### src/etpq_pkg.sv
package etpq_pkg;

  localparam int DEF_QUEUE_DEPTH = 16;
  localparam int DEF_TIME_BITS   = 32;
  localparam int PID_BITS        = 16;
  localparam int STATUS_BITS     = 4;
  localparam int CMD_BITS        = 2;

  typedef enum logic [CMD_BITS-1:0] {
    CMD_PUSH = 2'd0,
    CMD_POP  = 2'd1,
    CMD_PEEK = 2'd2
  } cmd_t;

  typedef struct packed {
    logic push;
    logic pop;
  } cell_ctrl_t;

endpackage

### src/etpq_cell.sv
module etpq_cell #(
  parameter int TIME_BITS = etpq_pkg::DEF_TIME_BITS
) (
  input  logic                             clk,
  input  etpq_pkg::cell_ctrl_t             ctrl,
  input  logic                             occ,
  input  logic                             left_cond,
  input  logic [TIME_BITS-1:0]             new_time,
  input  logic [etpq_pkg::PID_BITS-1:0]    new_pid,
  input  logic [etpq_pkg::STATUS_BITS-1:0] new_status,
  input  logic [TIME_BITS-1:0]             left_time,
  input  logic [etpq_pkg::PID_BITS-1:0]    left_pid,
  input  logic [etpq_pkg::STATUS_BITS-1:0] left_status,
  input  logic [TIME_BITS-1:0]             right_time,
  input  logic [etpq_pkg::PID_BITS-1:0]    right_pid,
  input  logic [etpq_pkg::STATUS_BITS-1:0] right_status,
  output logic [TIME_BITS-1:0]             time_q,
  output logic [etpq_pkg::PID_BITS-1:0]    pid_q,
  output logic [etpq_pkg::STATUS_BITS-1:0] status_q,
  output logic                             cond
);

  // insertion point lies at or before this cell
  assign cond = !occ || (time_q >= new_time);

  always_ff @(posedge clk) begin
    if (ctrl.push) begin
      if (left_cond) begin
        time_q   <= left_time;
        pid_q    <= left_pid;
        status_q <= left_status;
      end else if (cond) begin
        time_q   <= new_time;
        pid_q    <= new_pid;
        status_q <= new_status;
      end
    end else if (ctrl.pop) begin
      time_q   <= right_time;
      pid_q    <= right_pid;
      status_q <= right_status;
    end
  end

endmodule

### src/event_time_priority_queue_unit.sv
// channel  dir  signals                      tdata / tuser fields (low bit up)
// s        in   s_tvalid s_tready s_tdata    tdata: event_time, process_id, event_status
//                        s_tuser             tuser: command
// m        out  m_tvalid m_tready m_tdata    tdata: head_valid, head_time, head_pid,
//                                                   head_status, push_dropped,
//                                                   is_empty, entry_count
// One request per cycle while s_tready is high: every cell compares against the pushed
// time and shifts in the same cycle, so a push, pop or peek completes in the cycle it is
// taken. The result register takes a new result in the cycle a waiting one is taken; the
// input stalls only when that register is full and m_tready is low.
// Synchronous reset empties the queue and drops any pending result.
module event_time_priority_queue_unit #(
  parameter int QUEUE_DEPTH = etpq_pkg::DEF_QUEUE_DEPTH,
  parameter int TIME_BITS   = etpq_pkg::DEF_TIME_BITS,
  localparam int COUNT_BITS = $clog2(QUEUE_DEPTH + 1),
  localparam int IN_BITS    = TIME_BITS + etpq_pkg::PID_BITS + etpq_pkg::STATUS_BITS,
  localparam int IN_W       = (IN_BITS + 7) / 8 * 8,
  localparam int OUT_BITS   = 3 + TIME_BITS + etpq_pkg::PID_BITS
                              + etpq_pkg::STATUS_BITS + COUNT_BITS,
  localparam int OUT_W      = (OUT_BITS + 7) / 8 * 8
) (
  input  logic                          clk,
  input  logic                          rst,
  input  logic                          s_tvalid,
  output logic                          s_tready,
  // event_time, process_id, event_status
  input  logic [IN_W-1:0]               s_tdata,
  // command
  input  logic [etpq_pkg::CMD_BITS-1:0] s_tuser,
  output logic                          m_tvalid,
  input  logic                          m_tready,
  // head_valid, head_time, head_pid, head_status, push_dropped, is_empty, entry_count
  output logic [OUT_W-1:0]              m_tdata
);

  localparam int PID_LO = TIME_BITS;
  localparam int ST_LO  = TIME_BITS + etpq_pkg::PID_BITS;

  logic [TIME_BITS-1:0]             in_time;
  logic [etpq_pkg::PID_BITS-1:0]    in_pid;
  logic [etpq_pkg::STATUS_BITS-1:0] in_status;
  etpq_pkg::cmd_t                   cmd;

  logic [COUNT_BITS-1:0] count;
  logic [COUNT_BITS-1:0] count_next;
  logic                  accept;
  logic                  full;
  logic                  nonempty;
  logic                  is_push;
  logic                  is_pop;
  logic                  is_peek;
  etpq_pkg::cell_ctrl_t  ctrl;

  logic [TIME_BITS-1:0]             c_time   [QUEUE_DEPTH];
  logic [etpq_pkg::PID_BITS-1:0]    c_pid    [QUEUE_DEPTH];
  logic [etpq_pkg::STATUS_BITS-1:0] c_status [QUEUE_DEPTH];
  logic                             c_cond   [QUEUE_DEPTH];

  logic                             head_valid;
  logic [TIME_BITS-1:0]             head_time;
  logic [etpq_pkg::PID_BITS-1:0]    head_pid;
  logic [etpq_pkg::STATUS_BITS-1:0] head_status;
  logic                             push_dropped;
  logic                             is_empty;
  logic [COUNT_BITS-1:0]            entry_count;

  assign in_time   = s_tdata[TIME_BITS-1:0];
  assign in_pid    = s_tdata[PID_LO +: etpq_pkg::PID_BITS];
  assign in_status = s_tdata[ST_LO +: etpq_pkg::STATUS_BITS];
  assign cmd       = etpq_pkg::cmd_t'(s_tuser);

  assign s_tready = !m_tvalid || m_tready;
  assign accept   = s_tvalid && s_tready;
  assign full     = (count == COUNT_BITS'(QUEUE_DEPTH));
  assign nonempty = (count != '0);

  always_comb begin
    is_push = 1'b0;
    is_pop  = 1'b0;
    is_peek = 1'b0;
    case (cmd)
      etpq_pkg::CMD_PUSH: is_push = 1'b1;
      etpq_pkg::CMD_POP:  is_pop  = 1'b1;
      etpq_pkg::CMD_PEEK: is_peek = 1'b1;
      default: ;
    endcase
  end

  assign ctrl.push = accept && is_push && !full;
  assign ctrl.pop  = accept && is_pop && nonempty;

  always_comb begin
    count_next = count;
    if (ctrl.push) begin
      count_next = count + 1'b1;
    end else if (ctrl.pop) begin
      count_next = count - 1'b1;
    end
  end

  for (genvar i = 0; i < QUEUE_DEPTH; i++) begin : g_cell
    logic                             occ;
    logic                             l_cond;
    logic [TIME_BITS-1:0]             l_time;
    logic [etpq_pkg::PID_BITS-1:0]    l_pid;
    logic [etpq_pkg::STATUS_BITS-1:0] l_status;
    logic [TIME_BITS-1:0]             r_time;
    logic [etpq_pkg::PID_BITS-1:0]    r_pid;
    logic [etpq_pkg::STATUS_BITS-1:0] r_status;

    assign occ = (COUNT_BITS'(i) < count);

    if (i == 0) begin : g_head
      assign l_cond   = 1'b0;
      assign l_time   = in_time;
      assign l_pid    = in_pid;
      assign l_status = in_status;
    end else begin : g_mid
      assign l_cond   = c_cond[i-1];
      assign l_time   = c_time[i-1];
      assign l_pid    = c_pid[i-1];
      assign l_status = c_status[i-1];
    end

    if (i == QUEUE_DEPTH - 1) begin : g_tail
      assign r_time   = c_time[i];
      assign r_pid    = c_pid[i];
      assign r_status = c_status[i];
    end else begin : g_body
      assign r_time   = c_time[i+1];
      assign r_pid    = c_pid[i+1];
      assign r_status = c_status[i+1];
    end

    etpq_cell #(
      .TIME_BITS(TIME_BITS)
    ) u_cell (
      .clk         (clk),
      .ctrl        (ctrl),
      .occ         (occ),
      .left_cond   (l_cond),
      .new_time    (in_time),
      .new_pid     (in_pid),
      .new_status  (in_status),
      .left_time   (l_time),
      .left_pid    (l_pid),
      .left_status (l_status),
      .right_time  (r_time),
      .right_pid   (r_pid),
      .right_status(r_status),
      .time_q      (c_time[i]),
      .pid_q       (c_pid[i]),
      .status_q    (c_status[i]),
      .cond        (c_cond[i])
    );
  end

  always_ff @(posedge clk) begin
    if (rst) begin
      count    <= '0;
      m_tvalid <= 1'b0;
    end else begin
      count <= count_next;
      if (accept) begin
        m_tvalid <= 1'b1;
      end else if (m_tready) begin
        m_tvalid <= 1'b0;
      end
    end
  end

  always_ff @(posedge clk) begin
    if (accept) begin
      head_valid   <= (is_pop || is_peek) && nonempty;
      head_time    <= ((is_pop || is_peek) && nonempty) ? c_time[0] : '0;
      head_pid     <= ((is_pop || is_peek) && nonempty) ? c_pid[0] : '0;
      head_status  <= ((is_pop || is_peek) && nonempty) ? c_status[0] : '0;
      push_dropped <= is_push && full;
      is_empty     <= (count_next == '0);
      entry_count  <= count_next;
    end
  end

  assign m_tdata = OUT_W'({entry_count, is_empty, push_dropped, head_status,
                           head_pid, head_time, head_valid});

endmodule

### config.mk
export PLATFORM = sky130hd
export DESIGN_NAME = event_time_priority_queue_unit
export DESIGN_NICKNAME = d
export VERILOG_FILES = /design/src/etpq_pkg.sv /design/src/etpq_cell.sv /design/src/event_time_priority_queue_unit.sv
export SDC_FILE = /design/constraint.sdc
export NUM_CORES = 2
export LEC_CHECK = 0
export BUFFER_PORTS_ARGS = -buffer_cell sky130_fd_sc_hd__clkbuf_2
export CORE_UTILIZATION = 25
export DETAILED_ROUTE_END_ITERATION = 12
export GPL_ROUTABILITY_DRIVEN = 0
export SKIP_CTS_REPAIR_TIMING = 1
export SYNTH_ARGS = -nofsm -noshare
export SYNTH_HDL_FRONTEND = slang
export SYNTH_SLANG_ARGS = --single-unit
### constraint.sdc
create_clock -name clk -period 8.85 [get_ports clk]
set_input_delay 0.4425 -clock clk [delete_from_list [all_inputs] [get_ports clk]]
set_output_delay 0.4425 -clock clk [all_outputs]
set_load 0.02 [all_outputs]
==> flow_summary.toml <==
[outcome]
status = "completed"

[sta]
rsz0062_at_grt = "no"
tightest_slew_ns = 1.443
fin_crit_sh = 0.6166
fin_skew_ns = 0.02051
timing.slew.headroom = 0.02515
whs_ns = 0.06300
finalHoldViolations = 0
finalSetupViolCount = 0
drv_slew = 0
final.setup.worst_slack_ns = 3.393
setup_tns_ns = 0
fmax_mhz = 183.2
fin_crit_ns = 5.457

[clock_network]
cts_tree = "done"
cts.sinks = 898
clk_latency_ns = 0.70
cts_htree_levels = 3
root_buffer = "clkbuf_16"
cts_inserted_buffers = 103
clockBufferDepth = 3
clk_pin_slew_ns = 0.06

[floorplan]
num_rows = 170
fp.dieH_um = 468.0
ios = 128
start_util = 0.2522
die_x_um = 468.0
core-area_um2 = 215300
die-area_um2 = 219000

[critical_path]
worstPathArrival_ns = 5.77
critical_path_class = "reg2reg"
cp.required_ns = 9.17
crit_path_end_kind = "flop"
critPathMaxFanout = 38
critical_path.startpoint_type = "flop"

[drt]
avgViaCountPerCell = 5.334
postRouteAntennaNets = 0
vias = 43560
wl_per_cell_um = 23.21
wirelength_mm = 189.6
drcViolationCount = 0
first_iter_violations = 5203
dr.pass1.iters = 6

[global_route]
grt_max_degree = 256
grt_overflow = 0
antenna_found_initial = 23
grt_pass1_wl_mm = 277.9
grt_pass1_vias = 41940
grt_usage = 0.1680

[final_layout]
final_layout_size_suffix_gt1_frac = 0.08217
nets = 5818
multi_input_area_um2 = 25770
fillers = 22380
layout.area.seq_um2 = 26910
final_core_util = 0.2825
area_growth_pct = 12.02

[synth]
synth-edff-count = 892
ys_async_sr_fraction = 0
syn_area_um2 = 54290
synth_cell_types = 62
ys_seq_area_frac = 0.4956
yosys_warnings = 0
synth_cells = 5325
synth_flop_cell = "edfxtp_1"
synth.avg_cell_area_um2 = 10.19
ys_ff_latch = 898

[power]
combPwrFrac = 0.120
p_switching_mw = 2.827
swShare = 0.2720
leakage_nw = 23.23
p_clk_frac = 0.395
peakVddDrop_mv = 0.1541
seqPwrFrac = 0.485
p_total_mw = 10.39
power_density_nw_per_um2 = 170.9
power.internal_mw = 7.565

[place]
dp_hpwl_mm = 125.3
portBuffers = 119
dpl_worst_slack_ns = 2.827

[worst_hold_path]
hold_class = "in2reg"

[job]
maxCapViolations = 0
final timing paths:
check	from	end	cells after the start	slack [ns]
worst max register to register	g_cell[1].u_cell.time_q[15]	g_cell[2].u_cell.time_q[7]	8	3.39
worst min-delay path	s_tvalid	m_tvalid	3	0.06
worst max-delay path	g_cell[1].u_cell.time_q[15]	g_cell[2].u_cell.time_q[7]	8	3.39
worst min register to register	g_cell[15].u_cell.pid_q[13]	g_cell[14].u_cell.pid_q[13]	2	0.53
stage by stage:
step                std cells  instance area, um2
floorplan                5328               54300
global placement         7972               57700
detailed placement       7972               57700
CTS                      8156               60780
global route             8163               60800
finish                   8166               60810
synthesized netlist by cell type, types with 3 or more instances:
cell	count	share of area
or4_1	3	0.00041
edfxtp_1	892	0.49
a22o_1	6	0.00097
nor2_1	322	0.022
nand2_1	944	0.065
dfxtp_1	6	0.0022
o211a_1	5	0.00092
a31oi_1	43	0.0050
mux2_2	52	0.011
a21o_1	68	0.0094
a221o_1	15	0.0028
o21a_1	13	0.0018
buf_4	28	0.0039
a211o_1	5	0.00081
a221oi_1	11	0.0018
nand4_1	69	0.0080
nor2b_1	14	0.0016
buf_1	43	0.0030
nand3_1	358	0.033
clkbuf_1	200	0.014
a2111oi_0	10	0.0016
and4_1	21	0.0034
nor4b_1	5	0.00081
o21ai_0	211	0.019
mux2i_1	214	0.039
buf_2	121	0.011
o31ai_1	5	0.00069
o211ai_1	301	0.042
nor3_1	10	0.00092
a21oi_1	577	0.053
nor4_1	6	0.00069
ha_1	517	0.12
inv_1	63	0.0044
o41ai_1	5	0.00081
o311ai_0	4	0.00065
a21boi_0	4	0.00055
or3_1	6	0.00069
and3_1	62	0.0071
o41ai_2	4	0.0012
a211oi_1	17	0.0024
o221ai_1	12	0.0019
and2_1	10	0.0012
nand2b_1	17	0.0020
layout make-up:
| type | count | share of cell area |
|---|---|---|
| sequential | 898 | 0.4425 |
| antenna | 10 | 0.0004115 |
| timing repair buffer | 198 | 0.02037 |
| clock inverter | 55 | 0.006399 |
| inverter | 63 | 0.003889 |
| multi-input combinational | 3975 | 0.4237 |
| clock buffer | 129 | 0.04434 |
| tap | 2838 | 0.05839 |
power groups by stage:
| stage | clock [mW] | combinational [mW] | sequential [mW] |
|---|---|---|---|
| 2_1_floorplan | 0 | 0.788 | 5.10 |
| 5_1_grt | 4.30 | 1.38 | 5.06 |
| 6_report | 4.10 | 1.25 | 5.04 |
| 4_1_cts | 4.15 | 1.24 | 5.04 |
| 3_3_place_gp | 0 | 1.19 | 5.13 |
| 3_5_place_dp | 0 | 1.23 | 5.13 |
critical path, cell delays in order, from the launching register on:
cell      delay (ns)
edfxtp_1        0.54
ha_1            0.37
nand4_1         0.21
or4_1           0.73
nor4_1          0.70
o31ai_1         0.29
and2_4          0.40
a31oi_4         0.95
buf_4           0.71
sequential cells by signal, indices dropped and copies added, names as in the netlist:
register                flops
m_tvalid                    1
g_cell.u_cell.time_q      512
push_dropped                1
head_status                 4
head_valid                  1
is_empty                    1
head_pid                   16
head_time                  32
g_cell.u_cell.status_q     64
count                       5
g_cell.u_cell.pid_q       256
entry_count                 5
cell usage in the layout, fill, tap and decap left out, drive strengths merged, types with 9 or more instances in the layout:
cell,instances
nand2,944
edfxtp,892
a21oi,577
ha,517
nand3,358
nor2,322
o211ai,301
clkbuf,248
mux2i,214
o21ai,213
buf,79
nand4,69
a21o,68
inv,66
and3,62
mux2,52
a31oi,44
clkinv,43
and4,21
nand2b,17
a211oi,17
a221o,15
nor2b,14
o21a,13
o221ai,12
and2,12
a221oi,11
nor3,11
diode,10
a2111oi,10
o41ai,9
kinds of logic (layout without fill, tap and decap cells):
| logic type | after synthesis | count (layout) | share of synthesized area |
|---|---|---|---|
| flip-flops | 898 | 898 | 0.4956 |
| AO/OA/AOI/OAI | 1333 | 1333 | 0.1503 |
| other | 1 | 14 | 0.00006908 |
| AND/OR/NAND/NOR | 1853 | 1853 | 0.1480 |
| multiplexers | 266 | 266 | 0.05025 |
| adder cells (fa/ha/maj) | 517 | 517 | 0.1192 |
| XOR/XNOR | 2 | 2 | 0.0003227 |
| buffers and inverters | 455 | 445 | 0.03619 |
per-layer routing:
metal  track usage  vias up  wire, um
li1              -    19770         -
met1        0.2243    21390     79660
met2        0.2576     2038     84520
met3       0.03874      340     17320
met4       0.07392       22      7922
met5             0        -       131
No activity file was read; power rests on OpenSTA's default activity.
